File: src/rtl/thls_pkg.sv
// Shared types and constants of the three-axis homing and limit supervisor.
`timescale 1ns / 1ps
`default_nettype none

package thls_pkg;

    localparam int NUM_AXES    = 3;
    localparam int NUM_SLOTS   = 9;
    localparam int QUEUE_DEPTH = 2;

    localparam logic [2:0] OP_TICK   = 3'd0;
    localparam logic [2:0] OP_HOME   = 3'd1;
    localparam logic [2:0] OP_LIMIT  = 3'd2;
    localparam logic [2:0] OP_ROTATE = 3'd3;
    localparam logic [2:0] OP_STOP   = 3'd4;

    localparam logic [2:0] ACT_NONE = 3'd0;
    localparam logic [2:0] ACT_STOP = 3'd1;
    localparam logic [2:0] ACT_VEL  = 3'd2;
    localparam logic [2:0] ACT_ZERO = 3'd3;
    localparam logic [2:0] ACT_REJ  = 3'd4;

    localparam logic [1:0] CFG_ORIGIN_LOW  = 2'd0;
    localparam logic [1:0] CFG_STOP_ENABLE = 2'd1;
    localparam logic [1:0] CFG_STOP_LEVEL  = 2'd2;

    localparam logic [1:0]  AXIS_INVALID = 2'd3;
    localparam logic [10:0] SPEED_MAX    = 11'h7FF;
    localparam logic [11:0] SPEED_MIN    = 12'h800;

    typedef enum logic [1:0] {
        DIR_IDLE = 2'd0,
        DIR_L    = 2'd1,
        DIR_R    = 2'd2
    } dir_t;

    typedef struct packed {
        logic [2:0]         operation;
        logic [1:0]         axis;
        logic               direction;
        logic signed [11:0] speed;
        logic [2:0]         left_limits;
        logic [2:0]         right_limits;
        logic [2:0]         origin_levels;
        logic [2:0]         velocity_positive;
        logic [2:0]         velocity_negative;
        logic               stop_level;
    } in_item_t;

    typedef struct packed {
        logic [1:0]         target_axis;
        logic [2:0]         action;
        logic signed [11:0] velocity;
        logic [2:0]         homed;
        logic               last;
    } out_item_t;

    // One motor command waiting to be sent.
    typedef struct packed {
        logic [1:0]         target_axis;
        logic [2:0]         action;
        logic signed [11:0] velocity;
    } slot_t;

    // All motor commands of one input item, in output order.
    typedef struct packed {
        slot_t [NUM_SLOTS-1:0] slots;
        logic [NUM_SLOTS-1:0]  mask;
        logic [2:0]            homed;
    } bundle_t;

endpackage

`default_nettype wire

File: src/rtl/thls_front.sv
// Front part: accepts items, updates axis state and builds the command bundle.
`timescale 1ns / 1ps
`default_nettype none

module thls_front (
    input  wire logic               clk,
    input  wire logic               rst_n,
    input  wire logic               cfg_we,
    input  wire logic [1:0]         cfg_index,
    input  wire logic               cfg_data,
    input  wire logic               in_valid,
    output logic                    in_stall,
    input  wire thls_pkg::in_item_t in_item,
    input  wire logic               queue_full,
    output logic                    push,
    output thls_pkg::bundle_t       bundle
);

    logic origin_low_reg;
    logic stop_enable_reg;
    logic stop_level_reg;

    logic [thls_pkg::NUM_AXES-1:0] active_reg, active_next;
    logic [thls_pkg::NUM_AXES-1:0] done_reg, done_next;
    thls_pkg::dir_t                origin_dir_reg [thls_pkg::NUM_AXES];
    thls_pkg::dir_t                origin_dir_next [thls_pkg::NUM_AXES];
    thls_pkg::dir_t                limit_dir_reg [thls_pkg::NUM_AXES];
    thls_pkg::dir_t                limit_dir_next [thls_pkg::NUM_AXES];
    thls_pkg::dir_t                motion_dir_reg [thls_pkg::NUM_AXES];
    thls_pkg::dir_t                motion_dir_next [thls_pkg::NUM_AXES];
    logic [10:0]                   speed_reg [thls_pkg::NUM_AXES];
    logic [10:0]                   speed_next [thls_pkg::NUM_AXES];
    logic                          gstop_reg, gstop_next;

    logic        accept;
    logic        bad_axis;
    logic        rejected;
    logic [1:0]  ax;
    logic [10:0] mag;
    logic [11:0] home_vel;

    assign in_stall = queue_full;
    assign accept   = in_valid && !queue_full;
    assign push     = accept;
    assign ax       = in_item.axis;
    assign bad_axis = (in_item.axis == thls_pkg::AXIS_INVALID);

    always_comb
    begin
        if (!in_item.speed[11])
        begin
            mag = in_item.speed[10:0];
        end
        else if (in_item.speed == thls_pkg::SPEED_MIN)
        begin
            mag = thls_pkg::SPEED_MAX;
        end
        else
        begin
            mag = 11'(-in_item.speed);
        end
    end

    assign home_vel = in_item.direction ? {1'b0, mag} : 12'(-{1'b0, mag});

    assign rejected = bad_axis
        || (in_item.operation != thls_pkg::OP_STOP && gstop_reg)
        || (in_item.operation == thls_pkg::OP_ROTATE && in_item.speed == thls_pkg::SPEED_MIN);

    always_comb
    begin
        logic        reached;
        logic [11:0] vel_pos;
        active_next     = active_reg;
        done_next       = done_reg;
        origin_dir_next = origin_dir_reg;
        limit_dir_next  = limit_dir_reg;
        motion_dir_next = motion_dir_reg;
        speed_next      = speed_reg;
        gstop_next      = gstop_reg;
        bundle          = '0;
        reached         = 1'b0;
        vel_pos         = '0;

        if (accept)
        begin
            if (in_item.operation == thls_pkg::OP_TICK)
            begin
                gstop_next = stop_enable_reg && (in_item.stop_level == stop_level_reg);
                if (gstop_next)
                begin
                    for (int i = 0; i < thls_pkg::NUM_AXES; i++)
                    begin
                        bundle.slots[i] = '{target_axis: 2'(i), action: thls_pkg::ACT_STOP,
                                            velocity: '0};
                        bundle.mask[i]  = 1'b1;
                    end
                end
                else
                begin
                    // Axes are independent; only the slot order ties them together.
                    for (int i = 0; i < thls_pkg::NUM_AXES; i++)
                    begin
                        vel_pos = {1'b0, speed_reg[i]};
                        if (in_item.left_limits[i])
                        begin
                            if (active_next[i])
                            begin
                                if (limit_dir_next[i] == thls_pkg::DIR_L)
                                begin
                                    active_next[i]     = 1'b0;
                                    done_next[i]       = 1'b1;
                                    origin_dir_next[i] = thls_pkg::DIR_IDLE;
                                    limit_dir_next[i]  = thls_pkg::DIR_IDLE;
                                    motion_dir_next[i] = thls_pkg::DIR_IDLE;
                                    bundle.slots[2*i]  = '{target_axis: 2'(i),
                                        action: thls_pkg::ACT_ZERO, velocity: '0};
                                end
                                else
                                begin
                                    motion_dir_next[i] = thls_pkg::DIR_R;
                                    bundle.slots[2*i]  = '{target_axis: 2'(i),
                                        action: thls_pkg::ACT_VEL, velocity: vel_pos};
                                end
                                bundle.mask[2*i] = 1'b1;
                            end
                            else if (motion_dir_next[i] == thls_pkg::DIR_L)
                            begin
                                motion_dir_next[i] = thls_pkg::DIR_IDLE;
                                bundle.slots[2*i]  = '{target_axis: 2'(i),
                                    action: thls_pkg::ACT_STOP, velocity: '0};
                                bundle.mask[2*i]   = 1'b1;
                            end
                        end
                        if (in_item.right_limits[i])
                        begin
                            if (active_next[i])
                            begin
                                if (limit_dir_next[i] == thls_pkg::DIR_R)
                                begin
                                    active_next[i]      = 1'b0;
                                    done_next[i]        = 1'b1;
                                    origin_dir_next[i]  = thls_pkg::DIR_IDLE;
                                    limit_dir_next[i]   = thls_pkg::DIR_IDLE;
                                    motion_dir_next[i]  = thls_pkg::DIR_IDLE;
                                    bundle.slots[2*i+1] = '{target_axis: 2'(i),
                                        action: thls_pkg::ACT_ZERO, velocity: '0};
                                end
                                else
                                begin
                                    motion_dir_next[i]  = thls_pkg::DIR_L;
                                    bundle.slots[2*i+1] = '{target_axis: 2'(i),
                                        action: thls_pkg::ACT_VEL, velocity: 12'(-vel_pos)};
                                end
                                bundle.mask[2*i+1] = 1'b1;
                            end
                            else if (motion_dir_next[i] == thls_pkg::DIR_R)
                            begin
                                motion_dir_next[i]  = thls_pkg::DIR_IDLE;
                                bundle.slots[2*i+1] = '{target_axis: 2'(i),
                                    action: thls_pkg::ACT_STOP, velocity: '0};
                                bundle.mask[2*i+1]  = 1'b1;
                            end
                        end
                        reached = origin_low_reg ? !in_item.origin_levels[i]
                                                 : in_item.origin_levels[i];
                        // The origin only counts when crossed while moving back.
                        if (active_next[i] && reached
                            && ((origin_dir_next[i] == thls_pkg::DIR_L
                                 && !in_item.velocity_negative[i]
                                 && in_item.velocity_positive[i])
                             || (origin_dir_next[i] == thls_pkg::DIR_R
                                 && in_item.velocity_negative[i])))
                        begin
                            active_next[i]      = 1'b0;
                            done_next[i]        = 1'b1;
                            origin_dir_next[i]  = thls_pkg::DIR_IDLE;
                            limit_dir_next[i]   = thls_pkg::DIR_IDLE;
                            motion_dir_next[i]  = thls_pkg::DIR_IDLE;
                            bundle.slots[6+i]   = '{target_axis: 2'(i),
                                action: thls_pkg::ACT_ZERO, velocity: '0};
                            bundle.mask[6+i]    = 1'b1;
                        end
                    end
                end
            end
            else if (in_item.operation <= thls_pkg::OP_STOP)
            begin
                if (rejected)
                begin
                    bundle.slots[0] = '{target_axis: bad_axis ? 2'd0 : ax,
                                        action: thls_pkg::ACT_REJ, velocity: '0};
                    bundle.mask[0]  = 1'b1;
                end
                else
                begin
                    unique case (in_item.operation)
                        thls_pkg::OP_HOME:
                        begin
                            done_next[ax]       = 1'b0;
                            active_next[ax]     = 1'b1;
                            origin_dir_next[ax] = in_item.direction ? thls_pkg::DIR_R
                                                                    : thls_pkg::DIR_L;
                            motion_dir_next[ax] = in_item.direction ? thls_pkg::DIR_R
                                                                    : thls_pkg::DIR_L;
                            speed_next[ax]      = mag;
                            bundle.slots[0] = '{target_axis: ax, action: thls_pkg::ACT_STOP,
                                                velocity: '0};
                            bundle.slots[1] = '{target_axis: ax, action: thls_pkg::ACT_VEL,
                                                velocity: home_vel};
                            bundle.mask[1:0] = 2'b11;
                        end
                        thls_pkg::OP_LIMIT:
                        begin
                            done_next[ax]       = 1'b0;
                            active_next[ax]     = 1'b1;
                            limit_dir_next[ax]  = in_item.direction ? thls_pkg::DIR_R
                                                                    : thls_pkg::DIR_L;
                            motion_dir_next[ax] = in_item.direction ? thls_pkg::DIR_R
                                                                    : thls_pkg::DIR_L;
                            speed_next[ax]      = mag;
                            bundle.slots[0] = '{target_axis: ax, action: thls_pkg::ACT_VEL,
                                                velocity: home_vel};
                            bundle.mask[0]  = 1'b1;
                        end
                        thls_pkg::OP_ROTATE:
                        begin
                            motion_dir_next[ax] = (!in_item.speed[11] && in_item.speed != '0)
                                                ? thls_pkg::DIR_R : thls_pkg::DIR_L;
                            bundle.slots[0] = '{target_axis: ax, action: thls_pkg::ACT_VEL,
                                                velocity: in_item.speed};
                            bundle.mask[0]  = 1'b1;
                        end
                        default:
                        begin
                            bundle.slots[0] = '{target_axis: ax, action: thls_pkg::ACT_STOP,
                                                velocity: '0};
                            bundle.mask[0]  = 1'b1;
                        end
                    endcase
                end
            end
            // An item with nothing to do still answers with one empty command.
            if (bundle.mask == '0)
            begin
                bundle.slots[0] = '{target_axis: 2'd0, action: thls_pkg::ACT_NONE,
                                    velocity: '0};
                bundle.mask[0]  = 1'b1;
            end
            bundle.homed = done_next;
        end
    end

    always_ff @(posedge clk or negedge rst_n)
    begin
        if (!rst_n)
        begin
            origin_low_reg  <= 1'b1;
            stop_enable_reg <= 1'b0;
            stop_level_reg  <= 1'b0;
            active_reg      <= '0;
            done_reg        <= '0;
            gstop_reg       <= 1'b0;
            for (int i = 0; i < thls_pkg::NUM_AXES; i++)
            begin
                origin_dir_reg[i] <= thls_pkg::DIR_IDLE;
                limit_dir_reg[i]  <= thls_pkg::DIR_IDLE;
                motion_dir_reg[i] <= thls_pkg::DIR_IDLE;
                speed_reg[i]      <= '0;
            end
        end
        else
        begin
            if (cfg_we)
            begin
                unique case (cfg_index)
                    thls_pkg::CFG_ORIGIN_LOW:  origin_low_reg  <= cfg_data;
                    thls_pkg::CFG_STOP_ENABLE: stop_enable_reg <= cfg_data;
                    thls_pkg::CFG_STOP_LEVEL:  stop_level_reg  <= cfg_data;
                    default:
                    begin
                    end
                endcase
            end
            active_reg      <= active_next;
            done_reg        <= done_next;
            gstop_reg       <= gstop_next;
            origin_dir_reg  <= origin_dir_next;
            limit_dir_reg   <= limit_dir_next;
            motion_dir_reg  <= motion_dir_next;
            speed_reg       <= speed_next;
        end
    end

endmodule

`default_nettype wire

File: src/rtl/thls_queue.sv
// Short queue of command bundles between the front and back parts.
`timescale 1ns / 1ps
`default_nettype none

module thls_queue #(
    parameter int DEPTH = thls_pkg::QUEUE_DEPTH
) (
    input  wire logic              clk,
    input  wire logic              rst_n,
    input  wire logic              push,
    input  wire thls_pkg::bundle_t push_data,
    output logic                   full,
    input  wire logic              pop,
    output logic                   not_empty,
    output thls_pkg::bundle_t      head
);

    localparam int PTR_W = $clog2(DEPTH);
    localparam int CNT_W = $clog2(DEPTH + 1);

    thls_pkg::bundle_t store [DEPTH];
    logic [PTR_W-1:0]  wr_ptr_reg, wr_ptr_next;
    logic [PTR_W-1:0]  rd_ptr_reg, rd_ptr_next;
    logic [CNT_W-1:0]  count_reg, count_next;

    assign full      = (count_reg == CNT_W'(DEPTH));
    assign not_empty = (count_reg != '0);
    assign head      = store[rd_ptr_reg];

    always_comb
    begin
        wr_ptr_next = wr_ptr_reg;
        rd_ptr_next = rd_ptr_reg;
        count_next  = count_reg;
        if (push)
        begin
            wr_ptr_next = (wr_ptr_reg == PTR_W'(DEPTH - 1)) ? '0 : wr_ptr_reg + 1'b1;
        end
        if (pop)
        begin
            rd_ptr_next = (rd_ptr_reg == PTR_W'(DEPTH - 1)) ? '0 : rd_ptr_reg + 1'b1;
        end
        if (push && !pop)
        begin
            count_next = count_reg + 1'b1;
        end
        else if (pop && !push)
        begin
            count_next = count_reg - 1'b1;
        end
    end

    always_ff @(posedge clk)
    begin
        if (push)
        begin
            store[wr_ptr_reg] <= push_data;
        end
    end

    always_ff @(posedge clk or negedge rst_n)
    begin
        if (!rst_n)
        begin
            wr_ptr_reg <= '0;
            rd_ptr_reg <= '0;
            count_reg  <= '0;
        end
        else
        begin
            wr_ptr_reg <= wr_ptr_next;
            rd_ptr_reg <= rd_ptr_next;
            count_reg  <= count_next;
        end
    end

endmodule

`default_nettype wire

File: src/rtl/thls_back.sv
// Back part: sends bundle commands one per cycle unless stalled, via an output register.
`timescale 1ns / 1ps
`default_nettype none

module thls_back (
    input  wire logic              clk,
    input  wire logic              rst_n,
    input  wire logic              not_empty,
    input  wire thls_pkg::bundle_t head,
    output logic                   pop,
    output logic                   out_valid,
    input  wire logic              out_stall,
    output thls_pkg::out_item_t    out_item
);

    logic [thls_pkg::NUM_SLOTS-1:0] sent_reg, sent_next;
    logic [thls_pkg::NUM_SLOTS-1:0] remaining;
    logic [thls_pkg::NUM_SLOTS-1:0] pick;
    logic                           out_valid_reg, out_valid_next;
    thls_pkg::out_item_t            out_item_reg, out_item_next;
    thls_pkg::slot_t                chosen;
    logic                           can_load;
    logic                           emit;
    logic                           final_cmd;

    assign remaining = head.mask & ~sent_reg;
    // Lowest remaining slot goes next.
    assign pick      = remaining & (~remaining + 1'b1);
    assign final_cmd = ((remaining & ~pick) == '0);
    assign can_load  = !out_valid_reg || !out_stall;
    assign emit      = can_load && not_empty;
    assign pop       = emit && final_cmd;

    always_comb
    begin
        chosen = '0;
        for (int k = 0; k < thls_pkg::NUM_SLOTS; k++)
        begin
            if (pick[k])
            begin
                chosen = chosen | head.slots[k];
            end
        end
    end

    always_comb
    begin
        sent_next      = sent_reg;
        out_valid_next = out_valid_reg;
        out_item_next  = out_item_reg;
        if (can_load)
        begin
            out_valid_next = emit;
        end
        if (emit)
        begin
            out_item_next = '{target_axis: chosen.target_axis, action: chosen.action,
                              velocity: chosen.velocity, homed: head.homed,
                              last: final_cmd};
            sent_next     = final_cmd ? '0 : (sent_reg | pick);
        end
    end

    always_ff @(posedge clk or negedge rst_n)
    begin
        if (!rst_n)
        begin
            sent_reg      <= '0;
            out_valid_reg <= 1'b0;
        end
        else
        begin
            sent_reg      <= sent_next;
            out_valid_reg <= out_valid_next;
        end
    end

    always_ff @(posedge clk)
    begin
        out_item_reg <= out_item_next;
    end

    assign out_valid = out_valid_reg;
    assign out_item  = out_item_reg;

endmodule

`default_nettype wire

File: src/rtl/three_axis_homing_limit_supervisor_top.sv
// Top level of the three-axis homing and limit supervisor.
//
//  Port group            Direction  Handshake          Contents
//  in_valid/in_item      in         valid, in_stall    tick or axis command
//  out_valid/out_item    out        valid, out_stall   one motor command
//  cfg_we/cfg_index      in         write enable       register write, no read-back
//
// An input item is taken whenever the bundle queue has room; its
// commands are classified and the axis state updated in that same cycle.
// The back part sends one command per cycle while the output is not stalled; an item
// has one to nine results; the first result passes through the queue storage and
// the output register. Reset clears all axis state and loads the register defaults.
// A stalled output holds its command, the back part waits, and once the queue
// is full in_stall rises.
`timescale 1ns / 1ps
`default_nettype none

module three_axis_homing_limit_supervisor_top #(
    parameter int QUEUE_DEPTH = thls_pkg::QUEUE_DEPTH
) (
    input  wire logic                clk,
    input  wire logic                rst_n,
    input  wire logic                cfg_we,
    input  wire logic [1:0]          cfg_index,
    input  wire logic                cfg_data,
    input  wire logic                in_valid,
    output logic                     in_stall,
    input  wire thls_pkg::in_item_t  in_item,
    output logic                     out_valid,
    input  wire logic                out_stall,
    output thls_pkg::out_item_t      out_item
);

    logic              push;
    logic              full;
    logic              pop;
    logic              not_empty;
    thls_pkg::bundle_t push_data;
    thls_pkg::bundle_t head;

    thls_front u_front (
        .clk        (clk),
        .rst_n      (rst_n),
        .cfg_we     (cfg_we),
        .cfg_index  (cfg_index),
        .cfg_data   (cfg_data),
        .in_valid   (in_valid),
        .in_stall   (in_stall),
        .in_item    (in_item),
        .queue_full (full),
        .push       (push),
        .bundle     (push_data)
    );

    thls_queue #(
        .DEPTH (QUEUE_DEPTH)
    ) u_queue (
        .clk       (clk),
        .rst_n     (rst_n),
        .push      (push),
        .push_data (push_data),
        .full      (full),
        .pop       (pop),
        .not_empty (not_empty),
        .head      (head)
    );

    thls_back u_back (
        .clk       (clk),
        .rst_n     (rst_n),
        .not_empty (not_empty),
        .head      (head),
        .pop       (pop),
        .out_valid (out_valid),
        .out_stall (out_stall),
        .out_item  (out_item)
    );

endmodule

`default_nettype wire

File: config.mk
export PLATFORM = sky130hd
export DESIGN_NAME = three_axis_homing_limit_supervisor_top
export DESIGN_NICKNAME = d
export VERILOG_FILES = /design/src/rtl/thls_pkg.sv /design/src/rtl/thls_front.sv /design/src/rtl/thls_queue.sv /design/src/rtl/thls_back.sv /design/src/rtl/three_axis_homing_limit_supervisor_top.sv
export SDC_FILE = /design/constraint.sdc
export NUM_CORES = 1
export LEC_CHECK = 0
export BUFFER_PORTS_ARGS = -buffer_cell sky130_fd_sc_hd__buf_2
export CORE_MARGIN = 3
export CORE_UTILIZATION = 59
export CTS_BUF_LIST = sky130_fd_sc_hd__clkbuf_8
export DETAILED_ROUTE_END_ITERATION = 10
export HOLD_SLACK_MARGIN = 0.12
export PLACE_DENSITY_LB_ADDON = 0.3
export SETUP_SLACK_MARGIN = 0.02
export SLEW_MARGIN = 5
export SYNTH_ARGS = -nofsm -noshare
export SYNTH_HDL_FRONTEND = slang
export SYNTH_SLANG_ARGS = --single-unit
File: constraint.sdc
create_clock -name clk -period 11.44 [get_ports clk]
set_input_delay 2.86 -clock clk [delete_from_list [all_inputs] [get_ports clk]]
set_output_delay 2.86 -clock clk [all_outputs]
set_load 0.02 [all_outputs]
==> impl_summary.log, run 1 <==
INFO  metric status = finished, final reports clean
INFO  metric core_area = 24600 um^2
INFO  metric number_of_setup_buffers_added_after_cts = 0
INFO  metric numClockSinks = 304
INFO  metric area_of_combinational_cells_with_multiple_inputs = 5746 um^2
INFO  metric hold_buffers = 0
INFO  metric regArea = 8758 um^2
INFO  metric via_count_of_the_first_global_routing_pass = 10478
INFO  metric synthArstFlopShare = 24.67%
INFO  metric ir_worst_vdd = 0.1408 mV
INFO  metric hold-path-cell-count = 1
INFO  metric worst_r2r_endpoint = u_back.out_item[20]$_DFFE_PP_
INFO  metric hold-path-endpoint = u_front.done_reg[2]$_DFFE_PN0P_
INFO  metric diodes = 0
INFO  metric drt_drc_violations_left = 0
INFO  metric cp-start-kind = input port
INFO  metric finalSetupViolCount = 0
INFO  metric post_synth.cell_area_avg = 11.31 um^2
INFO  metric synth_nets = 1365
INFO  metric timing.rr.start = u_queue.rd_ptr_reg$_DFFE_PN0P_
INFO  metric pre_cts_slack = 5471 ps
INFO  metric share_clk_of_total_power = 21.3%
INFO  metric standby_leakage_power = 6.318 nW
INFO  metric synth.lib_cells_used.distinct = 84
INFO  metric die_width = 164.9 um
INFO  metric wl_per_instance = 21.41 um
INFO  metric min-delay-start = u_front.done_reg[2]$_DFFE_PN0P_
INFO  metric r2r_cells = 8
INFO  metric tritoncts.num_buffers = 47
INFO  metric overall_die_area = 27200 um^2
INFO  metric fin_crit = 5470 ps
INFO  metric r2r_setup_slack = 7760 ps
INFO  metric worst_skew_pair.late_latency = 570 ps
INFO  metric starting_drc_count_in_detailed_routing = 1401
INFO  metric routabilityCongestion = 0.9658
INFO  metric comb_power_share = 34.1%
INFO  metric num-nets-final = 1410
INFO  metric seq_power_share = 44.5%
INFO  metric dpl.cell_count = 1637
INFO  metric sequential_share_of_the_synthesized_area = 58.75%
INFO  metric count_of_filler_cells_inserted_in_the_layout = 1808
INFO  metric cellPowerDensity = 248.6 nW/um^2
INFO  metric power.share.switching = 37.42%
INFO  metric cts.repair.resized = 0
INFO  metric layout_skew = 27.55 ps
INFO  metric report.final.slew_viol_count = 0
INFO  metric endpoint_kind = flip-flop
INFO  metric power_report.internal_total = 2.544 mW
INFO  metric vias_per_cell = 6.439
INFO  metric critical_path_rt = 11750 ps
INFO  metric global_route.usage.total = 27.47%
INFO  metric initial_antenna_violation_count = 0
INFO  metric synth-warning-count = 0
INFO  metric grt_max_degree = 76
INFO  metric arrival = 5780 ps
INFO  metric stdcell_count = 1724
INFO  metric ctsHtreeMaxLevel = 2
INFO  metric clockRootBuffer = sky130_fd_sc_hd__clkbuf_8
INFO  metric setup_total_negative_slack = 0 ps
INFO  metric crit_type = input port to flip-flop
INFO  metric worst_hold_slack = 503.7 ps
INFO  metric synth_area = 14900 um^2
INFO  metric fraction_of_the_cycle_the_final_worst_path_needs = 47.82%
INFO  metric global_route_wire_length_before_repair = 57.90 mm
INFO  metric clock_pin_slew_reported_for_the_worst_setup_and_hold_paths_after_clock_tree_synthesis = 60 ps
INFO  metric grt_setup_unrepaired = no
INFO  metric fp.dieH = 164.9 um
INFO  metric floorplan.initialDensity = 60.56%
INFO  metric ys_seq_elements = 304
INFO  metric final.setup.worst_slack = 5970 ps
INFO  metric crit_start = in_item[16]
INFO  metric detailedRoute.firstPassIterationCount = 6
INFO  metric yosys-top-cells-area = sky130_fd_sc_hd__edfxtp_1, sky130_fd_sc_hd__dfrtp_1, sky130_fd_sc_hd__nor2_1, sky130_fd_sc_hd__a21oi_1, sky130_fd_sc_hd__nand2_1
INFO  metric rows = 57
INFO  metric drt.antenna.violating_nets = 0
INFO  metric global_route.overflow_total = 0
INFO  metric route.final.wire_length = 36.92 mm
INFO  metric switching_power = 1.521 mW
INFO  metric synth_top_flop_cell = sky130_fd_sc_hd__edfxtp_1
INFO  metric largest_reg_flops = 208
INFO  metric max_slew_margin = 22.44%
INFO  metric worst-path-max-fanout = 13
INFO  metric cap_viol_max_count = 0
INFO  metric place_hpwl = 25.28 mm
INFO  metric timing_hold_violations_final = 0
INFO  metric timing_worst_slew_pin_value = 1155 ps
INFO  metric drive_above_1_share = 13.36%
INFO  metric netlist.top_cell.by_area = sky130_fd_sc_hd__edfxtp_1
INFO  metric post_synth_inst_count = 1317
INFO  metric routed-via-count = 11101
INFO  metric area_delta_synth_final = 9.714%
INFO  metric hold_class = flip-flop to flip-flop
INFO  metric portBuffers = 64
INFO  metric boundaryPins = 65
INFO  metric tritoncts_clock_tree = built
INFO  metric synth_edf_count = 229
INFO  metric yosys.area.top_type_share = 46.15%
INFO  metric cts.path.max_buffers = 3
INFO  metric clock.fmax = 182.8 MHz
## routing by layer
metal / share of wire (%) / vias up / global-route usage [%]
met5: 0 / - / 0
met4: 1.9 / 0 / 7.396
met1: 43 / 5331 / 41.14
met2: 46 / 627 / 41.92
li1: - / 5083 / -
met3: 9.5 / 60 / 4.740
## cell type report
| cell class | count | share of cell area (%) |
|---|---|---|
| inverters | 30 | 0.6888 |
| clock buffers | 58 | 4.883 |
| repair buffers | 75 | 2.480 |
| well taps | 324 | 2.480 |
| flip-flops and latches | 304 | 53.57 |
| clock inverters | 29 | 0.7576 |
| multi-input cells | 904 | 35.14 |
## kinds of logic after synthesis
kind of cell,count (synthesis),synth area share [%]
simple gates,451,14.92
mux,57,4.022
buf+inv,109,2.939
fa+ha+maj,7,0.5709
xor+xnor,43,2.527
flops,304,58.75
compound gates,346,16.27
## critical path: stages
cell and delay, ps:
sky130_fd_sc_hd__buf_2 180, sky130_fd_sc_hd__inv_1 100, sky130_fd_sc_hd__ha_1 350, sky130_fd_sc_hd__and4_1 320, sky130_fd_sc_hd__a21oi_1 490, sky130_fd_sc_hd__ha_1 280
sky130_fd_sc_hd__o211a_1 210, sky130_fd_sc_hd__and3_1 270, sky130_fd_sc_hd__a31oi_1 130, sky130_fd_sc_hd__xnor2_1 190, sky130_fd_sc_hd__a31oi_1 390
## worst max path at each step
| stage | end | slack [ps] | cells past startpoint |
|---|---|---|---|
| 2_1_floorplan | u_queue.store[0][0]$_DFFE_PP_ | 3290 | 3 |
| 5_1_grt | u_queue.store[0][22]$_DFFE_PP_ | 5760 | 11 |
| 3_5_place_dp | u_queue.store[1][88]$_DFFE_PP_ | 5470 | 6 |
| 3_3_place_gp | u_queue.store[0][22]$_DFFE_PP_ | 5470 | 11 |
| 4_1_cts | u_queue.store[1][22]$_DFFE_PP_ | 6040 | 11 |
| 6_report | u_queue.store[0][22]$_DFFE_PP_ | 5970 | 11 |
## cells in the mapped netlist, drive strengths merged (4+ instances only)
| cell | number |
|---|---|
| edfxtp | 229 |
| nor2 | 158 |
| nand2 | 93 |
| dfrtp | 74 |
| a21oi | 70 |
| o21ai | 68 |
| clkbuf | 55 |
| mux2i | 34 |
| nand3 | 30 |
| inv | 29 |
| a221oi | 28 |
| nor3 | 26 |
| and2 | 25 |
| buf | 24 |
| mux2 | 23 |
| xor2 | 23 |
| a211oi | 22 |
| a21o | 22 |
| and3 | 22 |
| a22oi | 20 |
| xnor2 | 20 |
| a31oi | 18 |
| nand2b | 16 |
| nor2b | 14 |
| o221ai | 14 |
| or3 | 14 |
| nor4 | 12 |
| a22o | 10 |
| nand3b | 9 |
| o211ai | 9 |
| a222oi | 7 |
| o22ai | 7 |
| ha | 6 |
| or4 | 6 |
| nand4 | 5 |
| o311ai | 5 |
| or2 | 5 |
| a2111oi | 4 |
| a211o | 4 |
| nand4b | 4 |
| nor3b | 4 |
| o21a | 4 |
| o31ai | 4 |
## per-stage QoR
stage / power [mW] / cell area, um^2 / util (%)
global route: 4.294 / 16350 / 66.45
CTS: 4.059 / 16350 / 66.45
finish: 4.065 / 16350 / 66.45
floorplan: 2.782 / 14900 / -
detailed placement: 3.188 / 15430 / 62.70
global placement: 3.152 / 15430 / 62.70
## cell usage in the layout (no fill, tap or decap), types with 22 or more instances in the layout
| cell | n |
|---|---|
| sky130_fd_sc_hd__mux2i_1 | 34 |
| sky130_fd_sc_hd__buf_2 | 63 |
| sky130_fd_sc_hd__clkbuf_8 | 58 |
| sky130_fd_sc_hd__edfxtp_1 | 229 |
| sky130_fd_sc_hd__inv_1 | 51 |
| sky130_fd_sc_hd__nor2_1 | 156 |
| sky130_fd_sc_hd__a21oi_1 | 69 |
| sky130_fd_sc_hd__and2_1 | 25 |
| sky130_fd_sc_hd__dfrtp_1 | 73 |
| sky130_fd_sc_hd__nand3_1 | 30 |
| sky130_fd_sc_hd__nor3_1 | 24 |
| sky130_fd_sc_hd__o21ai_0 | 64 |
| sky130_fd_sc_hd__nand2_1 | 93 |
| sky130_fd_sc_hd__a221oi_1 | 28 |
| sky130_fd_sc_hd__a21o_1 | 22 |
| sky130_fd_sc_hd__xor2_1 | 23 |
## power by group through the flow
| stage | Sequential [mW] | Clock [mW] | Combinational (mW) |
|---|---|---|---|
| 3_5_place_dp | 1.82 | 0 | 1.37 |
| 5_1_grt | 1.84 | 0.930 | 1.52 |
| 3_3_place_gp | 1.81 | 0 | 1.34 |
| 6_report | 1.81 | 0.868 | 1.39 |
| 4_1_cts | 1.80 | 0.880 | 1.38 |
| 2_1_floorplan | 1.80 | 0 | 0.981 |
Power figures use the tool's default switching activity.
==> inputs of run 2 (changes only) <==
- clock period: 11.44 -> 5.4 ns (I/O delays scaled with it)
==> impl_summary.log, run 2 (synthesized netlist as in run 1, its figures left out) <==
INFO  metric status = finished, final reports clean
INFO  metric area_delta_synth_final = 10.21%
INFO  metric global_route.usage.total = 27.97%
INFO  metric most-common-layout-cells = sky130_fd_sc_hd__edfxtp_1, sky130_fd_sc_hd__nor2_1, sky130_fd_sc_hd__nand2_1
INFO  metric ctsHtreeMaxLevel = 2
INFO  metric critical_path.max_stage_delay = 470 ps
INFO  metric cp-start-kind = input port
INFO  metric drt.antenna.violating_nets = 0
INFO  metric cp_num_buf_inv = 2
INFO  metric fraction_of_the_cycle_the_final_worst_path_needs = 72.79%
INFO  metric r2r_setup_slack = 1600 ps
INFO  metric crit_type = input port to flip-flop
INFO  metric clockRootBuffer = sky130_fd_sc_hd__clkbuf_8
INFO  metric cts.path.max_buffers = 3
INFO  metric worst_skew_pair.late_latency = 570 ps
INFO  metric boundaryPins = 65
INFO  metric hold_buffers = 0
INFO  metric regArea = 8758 um^2
INFO  metric largest_reg_flops = 208
INFO  metric crit_slowest_cell = sky130_fd_sc_hd__o22ai_1
INFO  metric power.share.switching = 37.86%
INFO  metric power_report.internal_total = 5.407 mW
INFO  metric layout_skew = 19.10 ps
INFO  metric floorplan.initialDensity = 60.56%
INFO  metric number_of_setup_buffers_added_after_cts = 0
INFO  metric drt_drc_violations_left = 0
INFO  metric setup_total_negative_slack = 0 ps
INFO  metric global_route_wire_length_before_repair = 58.33 mm
INFO  metric place_hpwl = 25.85 mm
INFO  metric fin_crit = 3931 ps
INFO  metric postPlaceCellArea = 15480 um^2
INFO  metric global_route.overflow_total = 0
INFO  metric worstPathCellList = buf_2 > inv_1 > ha_1 > and4_1 > o22ai_1 > ha_1 > o211a_1 > and3_1 > a31oi_1 > xnor2_1 > a31oi_1
INFO  metric comb_power_share = 34.0%
INFO  metric worst-path-max-fanout = 13
INFO  metric ir_worst_vdd = 0.2455 mV
INFO  metric seq_power_share = 44.5%
INFO  metric numClockSinks = 304
INFO  metric area_of_combinational_cells_with_multiple_inputs = 5746 um^2
INFO  metric max_slew_margin = 28.19%
INFO  metric finalSetupViolCount = 0
INFO  metric hold_class = flip-flop to flip-flop
INFO  metric worst_hold_slack = 501.2 ps
INFO  metric arrival = 4250 ps
INFO  metric switching_power = 3.294 mW
INFO  metric portBuffers = 64
INFO  metric grt_setup_unrepaired = no
INFO  metric cap_viol_max_count = 0
INFO  metric fp.dieH = 164.9 um
INFO  metric grt_max_degree = 105
INFO  metric via_count_of_the_first_global_routing_pass = 10400
INFO  metric cellPowerDensity = 529.8 nW/um^2
INFO  metric rows = 57
INFO  metric tritoncts_clock_tree = built
INFO  metric route.final.wire_length = 37.76 mm
INFO  metric overall_die_area = 27200 um^2
INFO  metric clock_pin_slew_reported_for_the_worst_setup_and_hold_paths_after_clock_tree_synthesis = 60 ps
INFO  metric wl_per_instance = 21.80 um
INFO  metric timing_worst_slew_pin_value = 1077 ps
INFO  metric vias_per_cell = 6.492
INFO  metric drive_above_1_share = 14.06%
INFO  metric standby_leakage_power = 6.339 nW
INFO  metric finalCoreUtilization = 66.75%
INFO  metric critical_path.top_delay_family = compound AO/OA/AOI/OAI gates
INFO  metric detailedRoute.firstPassIterationCount = 11
INFO  metric routed-via-count = 11245
INFO  metric tritoncts.num_buffers = 48
INFO  metric clock.fmax = 254.4 MHz
INFO  metric share_clk_of_total_power = 21.6%
INFO  metric endpoint_kind = flip-flop
INFO  metric count_of_filler_cells_inserted_in_the_layout = 1844
INFO  metric timing_hold_violations_final = 0
INFO  metric initial_antenna_violation_count = 1
INFO  metric diodes = 0
INFO  metric final_common_cell = sky130_fd_sc_hd__edfxtp_1
INFO  metric starting_drc_count_in_detailed_routing = 1591
INFO  metric core_area = 24600 um^2
INFO  metric power.total = 8.701 mW
INFO  metric final_area = 16420 um^2
INFO  metric critical_path_rt = 5720 ps
INFO  metric routabilityCongestion = 0.9942
INFO  metric num-nets-final = 1416
INFO  metric die_width = 164.9 um
INFO  metric cts.repair.resized = 0
INFO  metric report.final.slew_viol_count = 0
run 2: through the flow:
step	instances	setup WS [ps]
final	1732	1469
after CTS	1732	1560
after global placement	1642	1023
after floorplan	1317	516.5
after detailed placement	1642	945.0
after global routing	1732	1305
run 2: layer usage:
metal,GRT usage [%],up-vias,routed length [um]
li1,-,5105,-
met2,42.29,716,17120
met5,0,-,7
met1,41.15,5345,15660
met4,8.120,2,824
met3,6.020,77,4151
run 2: layout make-up:
class                   count  share of cell area [%]
flip-flops and latches    304                   53.33
clock inverters            32                  0.8990
repair buffers             80                   2.773
clock buffers              58                   4.861
inverters                  30                  0.6857
well taps                 324                   2.468
multi-input cells         904                   34.98
run 2: worst register-to-register path: stages (launching register included):
cell and delay, ps:
sky130_fd_sc_hd__dfrtp_4 870, sky130_fd_sc_hd__buf_4 540, sky130_fd_sc_hd__mux2i_1 310, sky130_fd_sc_hd__o22ai_1 170
sky130_fd_sc_hd__nor4_2 660, sky130_fd_sc_hd__a2bb2oi_1 190, sky130_fd_sc_hd__nor2b_1 140, sky130_fd_sc_hd__buf_4 210
sky130_fd_sc_hd__inv_1 60, sky130_fd_sc_hd__ha_1 310, sky130_fd_sc_hd__nor2_1 140, sky130_fd_sc_hd__xor2_1 140
run 2: worst paths after layout:
check,start,to,cells past startpoint
min reg2reg,u_queue.count_reg[1]$_DFFE_PN0P_,u_queue.count_reg[1]$_DFFE_PN0P_,1
max in group asynchronous,rst_n,u_queue.rd_ptr_reg$_DFFE_PN0P_,1
min,u_queue.count_reg[1]$_DFFE_PN0P_,u_queue.count_reg[1]$_DFFE_PN0P_,1
max,in_item[16],u_queue.store[0][22]$_DFFE_PP_,11
min in group asynchronous,rst_n,u_front.stop_level_reg$_DFFE_PN0P_,1
max reg2reg,u_queue.rd_ptr_reg$_DFFE_PN0P_,u_queue.count_reg[1]$_DFFE_PN0P_,11
run 2: power by group through the flow:
| stage | Clock, mW | Sequential (mW) | Combinational, mW |
|---|---|---|---|
| after CTS | 1.90 | 3.85 | 2.94 |
| after detailed placement | 0 | 3.89 | 2.92 |
| final | 1.88 | 3.87 | 2.95 |
| after global placement | 0 | 3.86 | 2.86 |
| after global routing | 2.02 | 3.93 | 3.23 |
| after floorplan | 0 | 3.80 | 2.08 |
